File: src/rtl/core/mmsn_pkg.sv
package mmsn_pkg;

  // Fixed port widths
  localparam int CH_W     = 3;
  localparam int SAMPLE_W = 10;
  localparam int LEVEL_W  = 15;

  // Parameter defaults
  localparam int CHANNELS_DEF    = 6;
  localparam int SAMPLE_BITS_DEF = 10;

  // level = (x - lo) * (PERCENT_FULL << FRAC_BITS) / (hi - lo)
  localparam int PERCENT_FULL = 100;
  localparam int PERCENT_W    = 7;
  localparam int FRAC_BITS    = 8;
  localparam int QUOT_BITS    = LEVEL_W;
  localparam int CNT_W        = 4;

  typedef enum logic [2:0] {
    ST_IDLE,
    ST_UPDATE,
    ST_SCALE,
    ST_DIVIDE,
    ST_FINISH
  } state_t;

  typedef struct packed {
    logic capture;
    logic update;
    logic scale;
    logic div_step;
    logic load_out;
  } cmd_t;

  typedef struct packed {
    logic skip_div;
    logic div_last;
    logic out_busy;
  } sts_t;

endpackage

File: src/rtl/core/mmsn_ctrl.sv
module mmsn_ctrl (
  input  logic          clk,
  input  logic          rst,
  input  logic          in_valid,
  output logic          in_stall,
  input  mmsn_pkg::sts_t sts,
  output mmsn_pkg::cmd_t cmd
);

  mmsn_pkg::state_t state, state_next;

  always_ff @(posedge clk) begin
    if (rst) begin
      state <= mmsn_pkg::ST_IDLE;
    end else begin
      state <= state_next;
    end
  end

  always_comb begin
    state_next = state;
    cmd        = '0;
    in_stall   = 1'b1;
    unique case (state)
      mmsn_pkg::ST_IDLE: begin
        in_stall = 1'b0;
        if (in_valid) begin
          cmd.capture = 1'b1;
          state_next  = mmsn_pkg::ST_UPDATE;
        end
      end
      mmsn_pkg::ST_UPDATE: begin
        cmd.update = 1'b1;
        state_next = mmsn_pkg::ST_SCALE;
      end
      mmsn_pkg::ST_SCALE: begin
        // flat or foreign channel: level already cleared
        if (sts.skip_div) begin
          state_next = mmsn_pkg::ST_FINISH;
        end else begin
          cmd.scale  = 1'b1;
          state_next = mmsn_pkg::ST_DIVIDE;
        end
      end
      mmsn_pkg::ST_DIVIDE: begin
        cmd.div_step = 1'b1;
        if (sts.div_last) begin
          state_next = mmsn_pkg::ST_FINISH;
        end
      end
      mmsn_pkg::ST_FINISH: begin
        if (!sts.out_busy) begin
          cmd.load_out = 1'b1;
          state_next   = mmsn_pkg::ST_IDLE;
        end
      end
      default: begin
        state_next = mmsn_pkg::ST_IDLE;
      end
    endcase
  end

endmodule

File: src/rtl/core/mmsn_datapath.sv
module mmsn_datapath #(
  parameter int CHANNELS    = mmsn_pkg::CHANNELS_DEF,
  parameter int SAMPLE_BITS = mmsn_pkg::SAMPLE_BITS_DEF
) (
  input  logic                          clk,
  input  logic                          rst,
  input  logic [mmsn_pkg::CH_W-1:0]     channel,
  input  logic [mmsn_pkg::SAMPLE_W-1:0] sample,
  input  mmsn_pkg::cmd_t                cmd,
  output mmsn_pkg::sts_t                sts,
  output logic                          out_valid,
  input  logic                          out_stall,
  output logic [mmsn_pkg::CH_W-1:0]     channel_out,
  output logic [mmsn_pkg::LEVEL_W-1:0]  level_q8,
  output logic                          flat
);

  localparam int MW     = SAMPLE_BITS;
  localparam int IW     = (CHANNELS > 1) ? $clog2(CHANNELS) : 1;
  localparam int CWW    = mmsn_pkg::CH_W + IW;
  localparam int PW     = MW + mmsn_pkg::PERCENT_W;
  localparam int SH     = mmsn_pkg::QUOT_BITS - mmsn_pkg::FRAC_BITS;
  localparam int QB     = mmsn_pkg::QUOT_BITS;
  localparam logic [mmsn_pkg::CNT_W-1:0] CNT_LAST = mmsn_pkg::CNT_W'(QB - 1);

  // Captured beat
  logic [mmsn_pkg::CH_W-1:0] ch;
  logic [MW-1:0]             x;

  // Per-channel marks
  logic [MW-1:0] low_mark  [CHANNELS];
  logic [MW-1:0] high_mark [CHANNELS];

  // Division state
  logic [MW-1:0]                diff;
  logic [MW-1:0]                span;
  logic                         skip;
  logic                         flat_r;
  logic [MW-1:0]                rem;
  logic [QB-1:0]                dividend_lo;
  logic [QB-1:0]                quot;
  logic [mmsn_pkg::CNT_W-1:0]   cnt;

  logic [MW+mmsn_pkg::SAMPLE_W-1:0] sample_wide;
  logic [CWW-1:0]                   ch_wide;
  logic [IW-1:0]                    idx;
  logic                             in_range;
  logic [MW-1:0]                    lo_cur, hi_cur, lo_new, hi_new;
  logic [PW-1:0]                    prod;
  logic [MW:0]                      trial;
  logic                             qbit;

  // Keep only the low SAMPLE_BITS bits of the sample
  assign sample_wide = (MW + mmsn_pkg::SAMPLE_W)'(sample);

  assign ch_wide  = CWW'(ch);
  assign idx      = ch_wide[IW-1:0];
  assign in_range = ch_wide < CWW'(CHANNELS);

  assign lo_cur = low_mark[idx];
  assign hi_cur = high_mark[idx];
  assign lo_new = (x < lo_cur) ? x : lo_cur;
  assign hi_new = (x > hi_cur) ? x : hi_cur;

  assign prod  = PW'(diff) * PW'(mmsn_pkg::PERCENT_FULL);
  assign trial = {rem, dividend_lo[QB-1]};
  assign qbit  = trial >= {1'b0, span};

  always_ff @(posedge clk) begin
    if (cmd.capture) begin
      ch <= channel;
      x  <= sample_wide[MW-1:0];
    end
  end

  always_ff @(posedge clk) begin
    if (rst) begin
      for (int i = 0; i < CHANNELS; i++) begin
        low_mark[i]  <= '1;
        high_mark[i] <= '0;
      end
    end else if (cmd.update && in_range) begin
      low_mark[idx]  <= lo_new;
      high_mark[idx] <= hi_new;
    end
  end

  always_ff @(posedge clk) begin
    if (cmd.update) begin
      diff   <= x - lo_new;
      span   <= hi_new - lo_new;
      flat_r <= in_range && (hi_new == lo_new);
      skip   <= !in_range || (hi_new == lo_new);
      quot   <= '0;
    end else if (cmd.scale) begin
      // top bits of the scaled numerator are below span by construction
      rem         <= prod[PW-1:SH];
      dividend_lo <= QB'({prod[SH-1:0], mmsn_pkg::FRAC_BITS'(0)});
      cnt         <= '0;
    end else if (cmd.div_step) begin
      rem         <= qbit ? MW'(trial - {1'b0, span}) : trial[MW-1:0];
      dividend_lo <= {dividend_lo[QB-2:0], 1'b0};
      quot        <= {quot[QB-2:0], qbit};
      cnt         <= cnt + 1'b1;
    end
  end

  // Output register
  always_ff @(posedge clk) begin
    if (rst) begin
      out_valid <= 1'b0;
    end else if (cmd.load_out) begin
      out_valid <= 1'b1;
    end else if (!out_stall) begin
      out_valid <= 1'b0;
    end
  end

  always_ff @(posedge clk) begin
    if (cmd.load_out) begin
      channel_out <= ch;
      level_q8    <= quot;
      flat        <= flat_r;
    end
  end

  assign sts.skip_div = skip;
  assign sts.div_last = cnt == CNT_LAST;
  assign sts.out_busy = out_valid && out_stall;

endmodule

File: src/rtl/core/minmax_sensor_normalizer.sv
// A result beat passes the mark update, scale, divide and finish states,
// then the output register; flat or out-of-range channels skip the divide.
// A new beat is taken only after the last result enters the output register;
// the restoring divider retires one quotient bit per cycle over 15 steps.
// Reset (rst, synchronous): controller idle, output empty, low marks all
// ones, high marks zero.
module minmax_sensor_normalizer #(
  parameter int CHANNELS    = mmsn_pkg::CHANNELS_DEF,
  parameter int SAMPLE_BITS = mmsn_pkg::SAMPLE_BITS_DEF
) (
  input  logic                          clk,
  input  logic                          rst,
  // Input channel
  input  logic                          in_valid,
  output logic                          in_stall,
  input  logic [mmsn_pkg::CH_W-1:0]     channel,
  input  logic [mmsn_pkg::SAMPLE_W-1:0] sample,
  // Result channel
  output logic                          out_valid,
  input  logic                          out_stall,
  output logic [mmsn_pkg::CH_W-1:0]     channel_out,
  output logic [mmsn_pkg::LEVEL_W-1:0]  level_q8,
  output logic                          flat
);

  // Command and status between sequencer and datapath
  mmsn_pkg::cmd_t cmd;
  mmsn_pkg::sts_t sts;

  // Sequencer: idle -> mark update -> scale -> 15 divide steps (or none) -> finish.
  // Finish waits only while the output register holds an untaken beat.
  mmsn_ctrl u_ctrl (
    .clk      (clk),
    .rst      (rst),
    .in_valid (in_valid),
    .in_stall (in_stall),
    .sts      (sts),
    .cmd      (cmd)
  );

  // Datapath: per-channel marks, x100 scaling, restoring divider and
  // the output register that decouples the result side.
  mmsn_datapath #(
    .CHANNELS    (CHANNELS),
    .SAMPLE_BITS (SAMPLE_BITS)
  ) u_datapath (
    .clk         (clk),
    .rst         (rst),
    .channel     (channel),
    .sample      (sample),
    .cmd         (cmd),
    .sts         (sts),
    .out_valid   (out_valid),
    .out_stall   (out_stall),
    .channel_out (channel_out),
    .level_q8    (level_q8),
    .flat        (flat)
  );

endmodule
File: config.mk
export PLATFORM = sky130hd
export DESIGN_NAME = minmax_sensor_normalizer
export DESIGN_NICKNAME = d
export VERILOG_FILES = /design/src/rtl/core/mmsn_pkg.sv /design/src/rtl/core/mmsn_ctrl.sv /design/src/rtl/core/mmsn_datapath.sv /design/src/rtl/core/minmax_sensor_normalizer.sv
export SDC_FILE = /design/constraint.sdc
export NUM_CORES = 1
export LEC_CHECK = 0
export BUFFER_PORTS_ARGS = -buffer_cell sky130_fd_sc_hd__clkbuf_2
export CORE_AREA = 3 3 232 234
export DETAILED_ROUTE_END_ITERATION = 8
export DIE_AREA = 0 0 235 237
export GPL_TIMING_DRIVEN = 0
export HOLD_SLACK_MARGIN = 0.1
export SYNTH_ARGS = -nofsm -noshare
export SYNTH_HDL_FRONTEND = slang
export SYNTH_SLANG_ARGS = --single-unit
File: constraint.sdc
create_clock -name clk -period 6.1 [get_ports clk]
set_input_delay 0.61 -clock clk [delete_from_list [all_inputs] [get_ports clk]]
set_output_delay 0.61 -clock clk [all_outputs]
set_load 0.1 [all_outputs]
Word level (Yosys, flattened, before mapping)
Memories as Yosys holds them, arrays and structs flattened. A register that Yosys moved wholly into a read port is not among the register bits.
Cells that the tools add are included.
- flip-flop bits (word level): 101
- memories: 2
- input port bits: 17
- RAM bits: 120
- reduce and logical (&&, ||, !) cells: 12
- mux-type cells: 37
- order comparisons: 4
- multipliers: 1
- add/subtract/negate cells: 4
- bitwise gates (word level): 2
- equal/unequal tests: 10
- memories (name ; depth ; width ; rd ports ; clocked after Yosys merged registers in ; write ports ; RTL line ; text):
    u_datapath.high_mark ; 6 ; 10 ; 1 ; 1 ; 6 ; mmsn_datapath.sv:32 ; logic [MW-1:0] high_mark [CHANNELS];
    u_datapath.low_mark ; 6 ; 10 ; 1 ; 1 ; 6 ; mmsn_datapath.sv:31 ; logic [MW-1:0] low_mark [CHANNELS];
- operators by type and width (kind ; number):
    $mux W10 ; 7
    $mux W15 ; 2
    $sub A10 B10 Y10 ; 3
    $mux W3 ; 8
    $reduce_or A10 Y1 ; 2
    $mux W1 ; 18
    $mul A10 B5 Y15 const B ; 1
    $pmux W3 S5 ; 1
    $ge A11 B10 Y1 ; 1
    $eq A10 B10 Y1 ; 1
    $gt A10 B10 Y1 ; 1
    $lt A10 B10 Y1 ; 1
    $eq A3 B2 Y1 const B ; 2
    $ne A2 B2 Y1 const B ; 3
    $add A4 B1 Y4 const B ; 1
    $eq A4 B4 Y1 const B ; 1
    $mux W4 ; 1
    $reduce_and A2 Y1 ; 2
    $eq A3 B1 Y1 const B ; 1
    $eq A3 B3 Y1 const B ; 1
    $logic_and A1 B1 Y1 ; 3
    $logic_not A3 Y1 ; 1
    $lt A3 B3 Y1 const B ; 1
    $reduce_and A3 Y1 ; 1
    5 further kinds ; 6

Longest topological paths before layout
Gate-level depths: netlist of the first run.
- word-level depth: 8
- mapped depth: 25
- depth with buffers taken out: 22

Modules after synthesis
Synthesis of the first run repeated with hierarchy kept, for this count alone.
- cell total of the unflattened synthesis: 1013
- area total of the unflattened synthesis: 12967.4 um2
- by module, submodules not included (module ; sequential area each (um2) ; cells each ; area an instance (um2) ; times used):
    mmsn_datapath ; 7377.1 ; 986 ; 12739.7 ; 1
    mmsn_ctrl ; 60.1 ; 27 ; 227.7 ; 1

Worst setup path after synthesis of the first run
No wires, ideal clock.
- path kind: reg-to-reg
- start: reg with a tool-made name
- end: reg u_datapath.span[8], data pin
- data arrival time: 4.895 ns
- path slack: 0.943 ns
- period minus slack after synthesis: 5.157 ns
- stages on the path, launching flop included: 24
- cell sequence: dfxtp_1 -> buf_2 -> buf_2 -> mux4_2 -> mux2_2 -> inv_1 -> ha_1 -> a21oi_1 -> o21ai_0 -> a2111oi_0 -> or2_2 -> clkbuf_1 -> clkbuf_1 -> nand2_1 -> o21ai_1 -> inv_1 -> fa_1 -> a21oi_1 -> o21ai_0 -> a21o_1 -> a21o_1 -> a21oi_1 -> o21bai_1 -> xor2_1
- RTL lines (what ; RTL line ; text):
    end signal, assigned ; mmsn_datapath.sv:91 ; span <= hi_new - lo_new;
    end, declared ; mmsn_datapath.sv:36 ; logic [MW-1:0] span;

==> out/metrics.cfg, run 1 <==
[outcome]
status=finished clean

[place]
io_buffers=37
hpwl_microns=20940
routabilityCongestion=0.8225
placed_area_sq_mm=0.01416
place_ws_ns=-0.2791

[clock_tree]
numCtsBuffers=28
htree_levels=1
cts_tree=built
clkTransAtPathRegs_ns=0.06
clockBufferDepth=3
cts_hold_buffers=0
cts_root_buf=clkbuf_16
worstSkewPairLatency_ns=0.57
clock-sinks=255

[timing]
finalMaxSlewViolations=0
max_slew_margin=0.07651
max_freq_ghz=0.1752
rsz0062_at_grt=no
finalHoldViolCount=0
final.setup.worst_slack_ns=0.3934
finalClockSkew_ns=0.03895
fin_crit_ns=5.707
worst_pin_slew_ns=1.385
period_share=0.9355
hold_ws_ns=0.2246
setup_violations=0

[run]
cap_violations=0

[critical_path]
worst-path-buf-inv=6
worstSetupPathType=register to register
crit_top_cell=a21oi_1
cp.arrival_ns=5.98
r2r_slack_ns=0.39
cp_cell_sequence=clkbuf_4, buf_6, mux4_2, mux2_2, inv_1, ha_1, a21oi_1, o21ai_0, a2111oi_1, or2_2, clkbuf_1, clkbuf_2, nand2_1, o21ai_1, inv_1, fa_1, a21oi_1, o21ai_0, a21o_1, a21o_1, a21oi_1, o21bai_1, xor2_1
crit_fanout=10
crit_path_end_kind=register
startpoint_type=register
cp.required_ns=6.38
cpMaxStageDelayCell=mux4_2
max_stage_delay_ns=0.53
crit_family=compound AO/OA/AOI/OAI gates

[die]
die_y_microns=237
core_area_sq_mm=0.05224
io_pins=38
die_w_microns=235
rows=84
die-area_sq_mm=0.05570
start_util=0.2477

[power]
finalPower_w=0.008201
power_leakage_nw=5.535
p_per_area_mw_per_mm2=542.5
ir_drop_uv=243.2

[synth]
syn_avg_cell_area_sq_um=12.54
yosysMostFrequentCell=edfxtp_1
synthTopCellsByArea=edfxtp_1, ha_1, mux4_2
ys_seq_elements=255
netlist_top_cells_count=edfxtp_1, nand2_1, inv_1, ha_1, nor2_1
synth_cell_types=61
postSynthCellCount=1032
ys_seq_area_frac=0.5749
synthesis.area_sq_mm=0.01294
synth_top_cell_area_share=0.5409
synthArstFlopShare=0
synth_edf_count=233
synth_ff_type=edfxtp_1
ys_warn_count=0
synth_area_leader_cell=edfxtp_1

[route]
drt_pass1_iterations=5
vias=8017
ant_nets=0
wl_per_cell_microns=15.86
drc=0
vias_per_cell=4.336
wl_microns=29330
drt_iter0_drc=578

[cells_and_area]
layout.area.seq_sq_mm=0.007438
area_growth_pct=16.86
drive_gt1_frac=0.1585
nets=1247
design_area_sq_mm=0.01512
antenna_cells=0
num-fill-cells=5253
fin_util=0.2894
multi_input_comb_area_sq_mm=0.005126

[grt]
grt_max_degree=25
grt_pass1_vias=8311
track_usage=0.1018
antenna_found_initial=0
overflow=0
grt_pass1_wl_microns=45330

[worst_hold_path]
hold_class=input port to register
hp-start=sample[4]

## report_power, final
part / switching, W / internal, W / leakage (nW)
Sequential: 0.000161 / 0.00235 / 2.23
Clock: 0.000680 / 0.000975 / 0.443
Combinational: 0.00243 / 0.00160 / 2.86
## flip-flops by register name, indices dropped and copies added, names as in the netlist, 3 cells and up, named ones only
name	flops
u_datapath.ch	3
u_ctrl.state	3
u_datapath.x	10
u_datapath.dividend_lo	5
u_datapath.high_mark	80
u_datapath.quot	15
u_datapath.channel_out	3
u_datapath.diff	10
u_datapath.span	10
u_datapath.level_q8	15
u_datapath.low_mark	80
u_datapath.rem	10
u_datapath.cnt	4
## final timing paths
path	end	depth (start not counted)
max	u_datapath.span[8]$_DFFE_PP_	23
min	u_datapath.x[4]$_DFFE_PP_	1
max reg2reg	u_datapath.span[8]$_DFFE_PP_	23
min reg2reg	u_datapath.flat$_DFFE_PP_	0
## routing by layer
metal / track usage / part of all wire
met5: 0 / 0
met4: 0.01873 / 0.014
met3: 0.01619 / 0.046
met2: 0.1857 / 0.51
met1: 0.1279 / 0.43
## repair_timing
action,4_1_cts,5_1_grt
gates resized for setup,5,14
hold endpoints to repair,0,0
buffers inserted,0,0
endpoints found under the setup margin,6,5
## final cells by class
class,instances,share of cell area
repair buffers,39,0.01424
flip-flops and latches,255,0.4921
clock inverters,12,0.009436
inverters,100,0.02483
multi-input cells,678,0.3391
clock buffers,40,0.05132
plain buffers,37,0.01208
well taps,688,0.05694
## metrics by stage
| step | TNS (ns) | std cells |
|---|---|---|
| after floorplan | 0 | 1071 |
| after global placement | -0.7759 | 1796 |
| after detailed placement | -0.6832 | 1798 |
| after CTS | 0 | 1849 |
| after global routing | 0 | 1849 |
| final | 0 | 1849 |
## placed cells by master (no fill, tap or decap), types with 15 or more instances in the layout
| cell type | Yosys | final |
|---|---|---|
| o21ai_1 | 20 | 19 |
| mux2_2 | 19 | 19 |
| xnor2_1 | 19 | 19 |
| mux4_2 | 39 | 39 |
| dfxtp_1 | 22 | 21 |
| edfxtp_1 | 233 | 233 |
| a21oi_1 | 33 | 32 |
| ha_1 | 83 | 83 |
| clkbuf_2 | 0 | 38 |
| xor2_1 | 15 | 15 |
| clkbuf_1 | 23 | 28 |
| conb_1 | 1 | 40 |
| nor2_1 | 81 | 80 |
| nand2_1 | 139 | 139 |
| clkbuf_16 | 0 | 28 |
| inv_1 | 91 | 91 |
| o21ai_0 | 33 | 33 |
## cells by family after synthesis
| kind of cell | after synthesis | synth area share |
|---|---|---|
| mux | 73 | 0.09701 |
| other cells | 1 | 0.0002899 |
| compound gates | 137 | 0.06374 |
| flops | 255 | 0.5749 |
| simple gates | 303 | 0.1069 |
| fa+ha+maj | 91 | 0.09266 |
| buf+inv | 138 | 0.04149 |
| xor+xnor | 34 | 0.02302 |
Note: power is estimated with default switching activity, not from simulation.
==> run 2, diff against run 1 <==
--- a/config.mk
+++ b/config.mk
@@ -11,6 +11,7 @@
 export DIE_AREA = 0 0 235 237
 export GPL_TIMING_DRIVEN = 0
 export HOLD_SLACK_MARGIN = 0.1
+export RECOVER_POWER = 50
 export SYNTH_ARGS = -nofsm -noshare
 export SYNTH_HDL_FRONTEND = slang
 export SYNTH_SLANG_ARGS = --single-unit
==> out/metrics.cfg, run 2 (synthesized netlist as in run 1, its figures left out) <==
[timing]
period_share=0.9348  ; about the same
fin_crit_ns=5.702  ; -0.004633 ns
max_freq_ghz=0.1754  ; about the same
finalHoldViolCount=0  ; unchanged
finalMaxSlewViolations=0  ; unchanged
worst_pin_slew_ns=1.400  ; +0.01428 ns
finalClockSkew_ns=0.04101  ; +0.002064 ns
rsz0062_at_grt=no
max_slew_margin=0.06699  ; -0.009523
setup_violations=0  ; unchanged
final.setup.worst_slack_ns=0.3980  ; +0.004633 ns
tns_ns=0  ; unchanged

[clock_tree]
clockBufferDepth=3  ; unchanged
htree_levels=1  ; unchanged
cts_root_buf=clkbuf_16
numCtsBuffers=28  ; unchanged
clkTransAtPathRegs_ns=0.06  ; about the same
cts_tree=built
cts_setup_buffers=0  ; unchanged
worstSkewPairLatency_ns=0.57  ; about the same
cts_hold_buffers=0  ; unchanged
clock-sinks=255  ; unchanged

[place]
hpwl_microns=20940  ; unchanged
placed_area_sq_mm=0.01416  ; unchanged
place_ws_ns=-0.2791  ; unchanged
routabilityCongestion=0.8225  ; unchanged
io_buffers=37  ; unchanged

[route]
ant_nets=0  ; unchanged
top_layer=met4
vias_per_cell=4.347  ; +0.25%
drt_iter0_drc=575  ; -0.52%
route.met2.wl_microns=14820  ; -1.1%
wl_microns=29280  ; -0.16%
vias=8037  ; +0.25%
drc=0  ; unchanged
met1_length_microns=12450  ; -1.0%
met3WireLength_microns=1454  ; +8.5%
drt_pass1_iterations=5  ; unchanged
wl_per_cell_microns=15.84  ; -0.16%

[run]
cap_violations=0  ; unchanged

[cells_and_area]
reg_top3=u_datapath.high_mark x80, u_datapath.low_mark x80
design_area_sq_mm=0.01505  ; -0.43%
antenna_cells=0  ; unchanged
final_cell_mix=edfxtp_1, nand2_1, inv_1, ha_1, nor2_1
nets=1247  ; unchanged
layout_commonest_cell=edfxtp_1
area_growth_pct=16.36
drive_gt1_frac=0.1301  ; -0.02842

[critical_path]
r2r_slack_ns=0.40  ; about the same
crit_path_end_kind=register
crit_fanout=10  ; unchanged
startpoint_type=register
worstSetupPathType=register to register
cp.required_ns=6.37  ; about the same
cp.arrival_ns=5.98  ; about the same

[die]
rows=84  ; unchanged
die_w_microns=235  ; unchanged
start_util=0.2477  ; unchanged
io_pins=38  ; unchanged
die-area_sq_mm=0.05570  ; unchanged
die_y_microns=237  ; unchanged
core_area_sq_mm=0.05224  ; unchanged

[grt]
track_usage=0.1018  ; unchanged
overflow=0  ; unchanged
antenna_found_initial=0  ; unchanged
grt_max_degree=25  ; unchanged
grt_pass1_wl_microns=45330  ; unchanged
grt_pass1_vias=8311  ; unchanged

[power]
p_clk_frac=0.202  ; about the same
finalPower_w=0.008175  ; -0.32%
combPwrFrac=0.490  ; -0.002
p_per_area_mw_per_mm2=543.1  ; +0.11%
p_seq_frac=0.308  ; about the same
ir_drop_uv=243.1  ; about the same
cellInternalPower_w=0.004918  ; -0.31%
power_leakage_nw=5.443  ; -1.7%
switching_share=0.3984  ; about the same
p_switching_w=0.003257  ; -0.35%

[outcome]
status=finished clean

[worst_hold_path]
hold_class=input port to register

-- run 2: final cells by class --
| type | instances | area [sq um] |
|---|---|---|
| Buffer | 37 | 181.4 |
| Clock buffer | 40 | 775.7 |
| Clock inverter | 12 | 142.6 |
| Fill cell | 5268 | 37180 |
| Inverter | 100 | 375.4 |
| Multi-Input combinational cell | 678 | 5117 |
| Sequential cell | 255 | 7438 |
| Tap cell | 688 | 860.8 |
| Timing Repair Buffer | 39 | 160.2 |
-- run 2: layer usage --
metal | GRT usage | vias to the layer above
met5 | 0 | -
met4 | 0.01873 | 0
met3 | 0.01619 | 36
met2 | 0.1857 | 191
met1 | 0.1279 | 3937
li1 | - | 3873
-- run 2: worst paths after layout --
path,startpoint,end,depth (start not counted)
worst min register to register,u_datapath.flat_r$_DFFE_PP_,u_datapath.flat$_DFFE_PP_,0
worst min-delay path,sample[4],u_datapath.x[4]$_DFFE_PP_,1
worst max-delay path,register,u_datapath.span[8]$_DFFE_PP_,23
worst max register to register,register,u_datapath.span[8]$_DFFE_PP_,23
-- run 2: worst max-delay path: stages (launching register included) --
cell	delay [ns]
dfxtp_1	0.31
clkbuf_4	0.26
buf_6	0.23
mux4_2	0.53
mux2_2	0.32
inv_1	0.09
ha_1	0.25
a21oi_1	0.14
o21ai_0	0.12
a2111oi_1	0.47
or2_2	0.18
clkbuf_1	0.28
clkbuf_2	0.30
nand2_1	0.07
o21ai_1	0.19
inv_1	0.14
fa_1	0.46
a21oi_1	0.14
o21ai_0	0.13
a21o_1	0.21
a21o_1	0.21
a21oi_1	0.15
o21bai_1	0.08
xor2_1	0.14
-- run 2: power groups by stage --
stage / logic (W) / clock network (W) / registers (W)
2_1_floorplan: 0.00296 / 0 / 0.00257
3_3_place_gp: 0.00393 / 0 / 0.00254
3_5_place_dp: 0.00398 / 0 / 0.00255
4_1_cts: 0.00402 / 0.00170 / 0.00252
5_1_grt: 0.00452 / 0.00176 / 0.00255
6_report: 0.00401 / 0.00165 / 0.00251
-- run 2: what timing repair did --
| action | CTS | global route |
|---|---|---|
| resized for setup | 5 | 14 |
| pin swaps | 0 | 0 |
| endpoints found under the setup margin | 6 | 5 |
-- run 2: metrics by stage --
| step | util | std cells | hold WS, ns |
|---|---|---|---|
| after detailed placement | 0.2712 | 1798 | 0.4176 |
| after floorplan | - | 1071 | 0.4003 |
| final | 0.2882 | 1849 | 0.2247 |
| after global routing | 0.2882 | 1849 | 0.2048 |
| after global placement | 0.2705 | 1796 | 0.4234 |
| after CTS | 0.2889 | 1849 | 0.1946 |
==> run 3, diff against run 2 <==
--- a/config.mk
+++ b/config.mk
@@ -11,7 +11,9 @@
 export DIE_AREA = 0 0 235 237
 export GPL_TIMING_DRIVEN = 0
 export HOLD_SLACK_MARGIN = 0.1
+export MAX_ROUTING_LAYER = met4
 export RECOVER_POWER = 50
+export SKIP_LAST_GASP = 1
 export SYNTH_ARGS = -nofsm -noshare
 export SYNTH_HDL_FRONTEND = slang
 export SYNTH_SLANG_ARGS = --single-unit
==> out/metrics.cfg, run 3 (synthesized netlist as in run 1, its figures left out) <==
[run]
cap_violations=0  ; unchanged

[clock_tree]
cts_setup_buffers=0  ; unchanged
htree_levels=1  ; unchanged
cts_tree=built
clkTransAtPathRegs_ns=0.06  ; about the same
numCtsBuffers=28  ; unchanged
cts_hold_buffers=0  ; unchanged
clockBufferDepth=3  ; unchanged
worstSkewPairLatency_ns=0.57  ; about the same
cts_root_buf=clkbuf_16
clock-sinks=255  ; unchanged

[die]
start_util=0.2477  ; unchanged
io_pins=38  ; unchanged
rows=84  ; unchanged
die_y_microns=237  ; unchanged
die-area_sq_mm=0.05570  ; unchanged
die_w_microns=235  ; unchanged
core_area_sq_mm=0.05224  ; unchanged

[cells_and_area]
reg_top3=u_datapath.high_mark x80, u_datapath.low_mark x80
layout.area.seq_sq_mm=0.007438  ; unchanged
nets=1247  ; unchanged
antenna_cells=0  ; unchanged
num-fill-cells=5267  ; -0.019%
final_cell_mix=edfxtp_1, nand2_1, inv_1, ha_1, nor2_1
drive_gt1_frac=0.1301  ; unchanged
multi_input_comb_area_sq_mm=0.005117  ; unchanged
instances_no_fill=1849  ; unchanged
area_growth_pct=16.36  ; unchanged
layout_commonest_cell=edfxtp_1

[timing]
max_freq_ghz=0.1756  ; +0.14%
setup_violations=0  ; unchanged
finalClockSkew_ns=0.04040  ; -0.0006161 ns
rsz0062_at_grt=no
worst_pin_slew_ns=1.390  ; -0.009605 ns
period_share=0.9335  ; -0.001294
tns_ns=0  ; unchanged
finalMaxSlewViolations=0  ; unchanged
max_slew_margin=0.07339  ; +0.006403
fin_crit_ns=5.694  ; -0.007895 ns
finalHoldViolCount=0  ; unchanged

[power]
ir_drop_uv=243.5  ; +0.18%
combPwrFrac=0.490  ; about the same
power_leakage_nw=5.443  ; unchanged
cellInternalPower_w=0.004918  ; about the same
switching_share=0.3986  ; about the same
p_per_area_mw_per_mm2=543.3  ; about the same
p_seq_frac=0.308  ; about the same
p_clk_frac=0.203  ; about the same
p_switching_w=0.003260  ; about the same

[grt]
grt_max_degree=25  ; unchanged
track_usage=0.1048  ; +0.003008
grt_pass1_wl_microns=45330  ; unchanged
grt_pass1_vias=8303  ; -0.096%
overflow=0  ; unchanged
antenna_found_initial=0  ; unchanged

[critical_path]
worstSetupPathType=register to register
crit_fanout=10  ; unchanged
cp.arrival_ns=5.97  ; about the same
rr_worst_depth=23  ; unchanged
crit_path_end_kind=register
startpoint_type=register
cp.required_ns=6.38  ; about the same

[worst_hold_path]
hold_class=input port to register
min_path_cells=1  ; unchanged

[route]
vias_per_cell=4.345  ; about the same
drt_pass1_iterations=5  ; unchanged
drc=0  ; unchanged
vias=8033  ; -0.050%
ant_nets=0  ; unchanged
wl_per_cell_microns=15.82  ; -0.11%
wl_microns=29250  ; -0.11%
drt_iter0_drc=582  ; +1.2%

[place]
hpwl_microns=20940  ; unchanged
routabilityCongestion=0.8349  ; +1.5%
io_buffers=37  ; unchanged
place_inst=1798  ; unchanged

[outcome]
status=finished clean

==> run 3: what timing repair did <==
action / 4_1_cts / 5_1_grt
resized for setup: 4 / 16
endpoints found under the setup margin: 6 / 5
pin swaps: 0 / 0
==> run 3: stage by stage <==
step / util / worst slack, ns / hold slack [ns] / instance area (sq um) / power (W)
2_1_floorplan: - / 0.9426 / 0.4003 / 13080 / 0.005537
3_3_place_gp: 0.2705 / -0.3087 / 0.4234 / 14130 / 0.006473
3_5_place_dp: 0.2712 / -0.2791 / 0.4176 / 14160 / 0.006534
4_1_cts: 0.2888 / -0.009766 / 0.1946 / 15090 / 0.008234
5_1_grt: 0.2882 / 0.03055 / 0.2048 / 15050 / 0.008825
6_report: 0.2882 / 0.4059 / 0.2240 / 15050 / 0.008178
==> run 3: area by class of cell <==
| class | instances | share of cell area |
|---|---|---|
| Clock inverter | 12 | 0.009476 |
| Timing Repair Buffer | 39 | 0.01064 |
| Clock buffer | 40 | 0.05154 |
| Sequential cell | 255 | 0.4942 |
| Inverter | 100 | 0.02494 |
| Tap cell | 688 | 0.05719 |
| Multi-Input combinational cell | 678 | 0.3400 |
| Buffer | 37 | 0.01205 |
==> run 3: path summary, 6_finish.rpt <==
| path | slack, ns | from | to |
|---|---|---|---|
| setup / recovery | 0.41 | register | u_datapath.span[8]$_DFFE_PP_ |
| setup reg to reg | 0.41 | register | u_datapath.span[8]$_DFFE_PP_ |
| hold / removal | 0.22 | sample[4] | u_datapath.x[4]$_DFFE_PP_ |
| hold reg to reg | 0.43 | u_datapath.flat_r$_DFFE_PP_ | u_datapath.flat$_DFFE_PP_ |
==> run 3: worst max-delay path, stage by stage, from the launching register on <==
cell       delay [ns]
dfxtp_1          0.31
clkbuf_4         0.25
buf_6            0.23
mux4_2           0.53
mux2_2           0.32
inv_1            0.09
ha_1             0.25
a21oi_1          0.14
o21ai_0          0.12
a2111oi_1        0.47
or2_2            0.18
clkbuf_1         0.28
clkbuf_2         0.30
nand2_1          0.07
o21ai_1          0.21
inv_1            0.14
fa_1             0.47
a21oi_1          0.13
o21ai_0          0.13
a21o_1           0.21
a21o_1           0.20
a21oi_1          0.15
o21bai_1         0.08
xor2_1           0.14
==> run 3: power groups by stage <==
| stage | clock [W] | combinational, W | sequential [W] |
|---|---|---|---|
| 2_1_floorplan | 0 | 0.00296 | 0.00257 |
| 3_3_place_gp | 0 | 0.00393 | 0.00254 |
| 3_5_place_dp | 0 | 0.00398 | 0.00255 |
| 4_1_cts | 0.00170 | 0.00402 | 0.00252 |
| 5_1_grt | 0.00176 | 0.00452 | 0.00255 |
| 6_report | 0.00166 | 0.00401 | 0.00252 |
==> run 3: metal layers <==
layer	track usage	share of wire	vias up
met5	-	0	-
li1	-	-	3876
met1	0.1279	0.43	3942
met4	0.01873	0.018	0
met2	0.1858	0.50	179
met3	0.01596	0.047	36
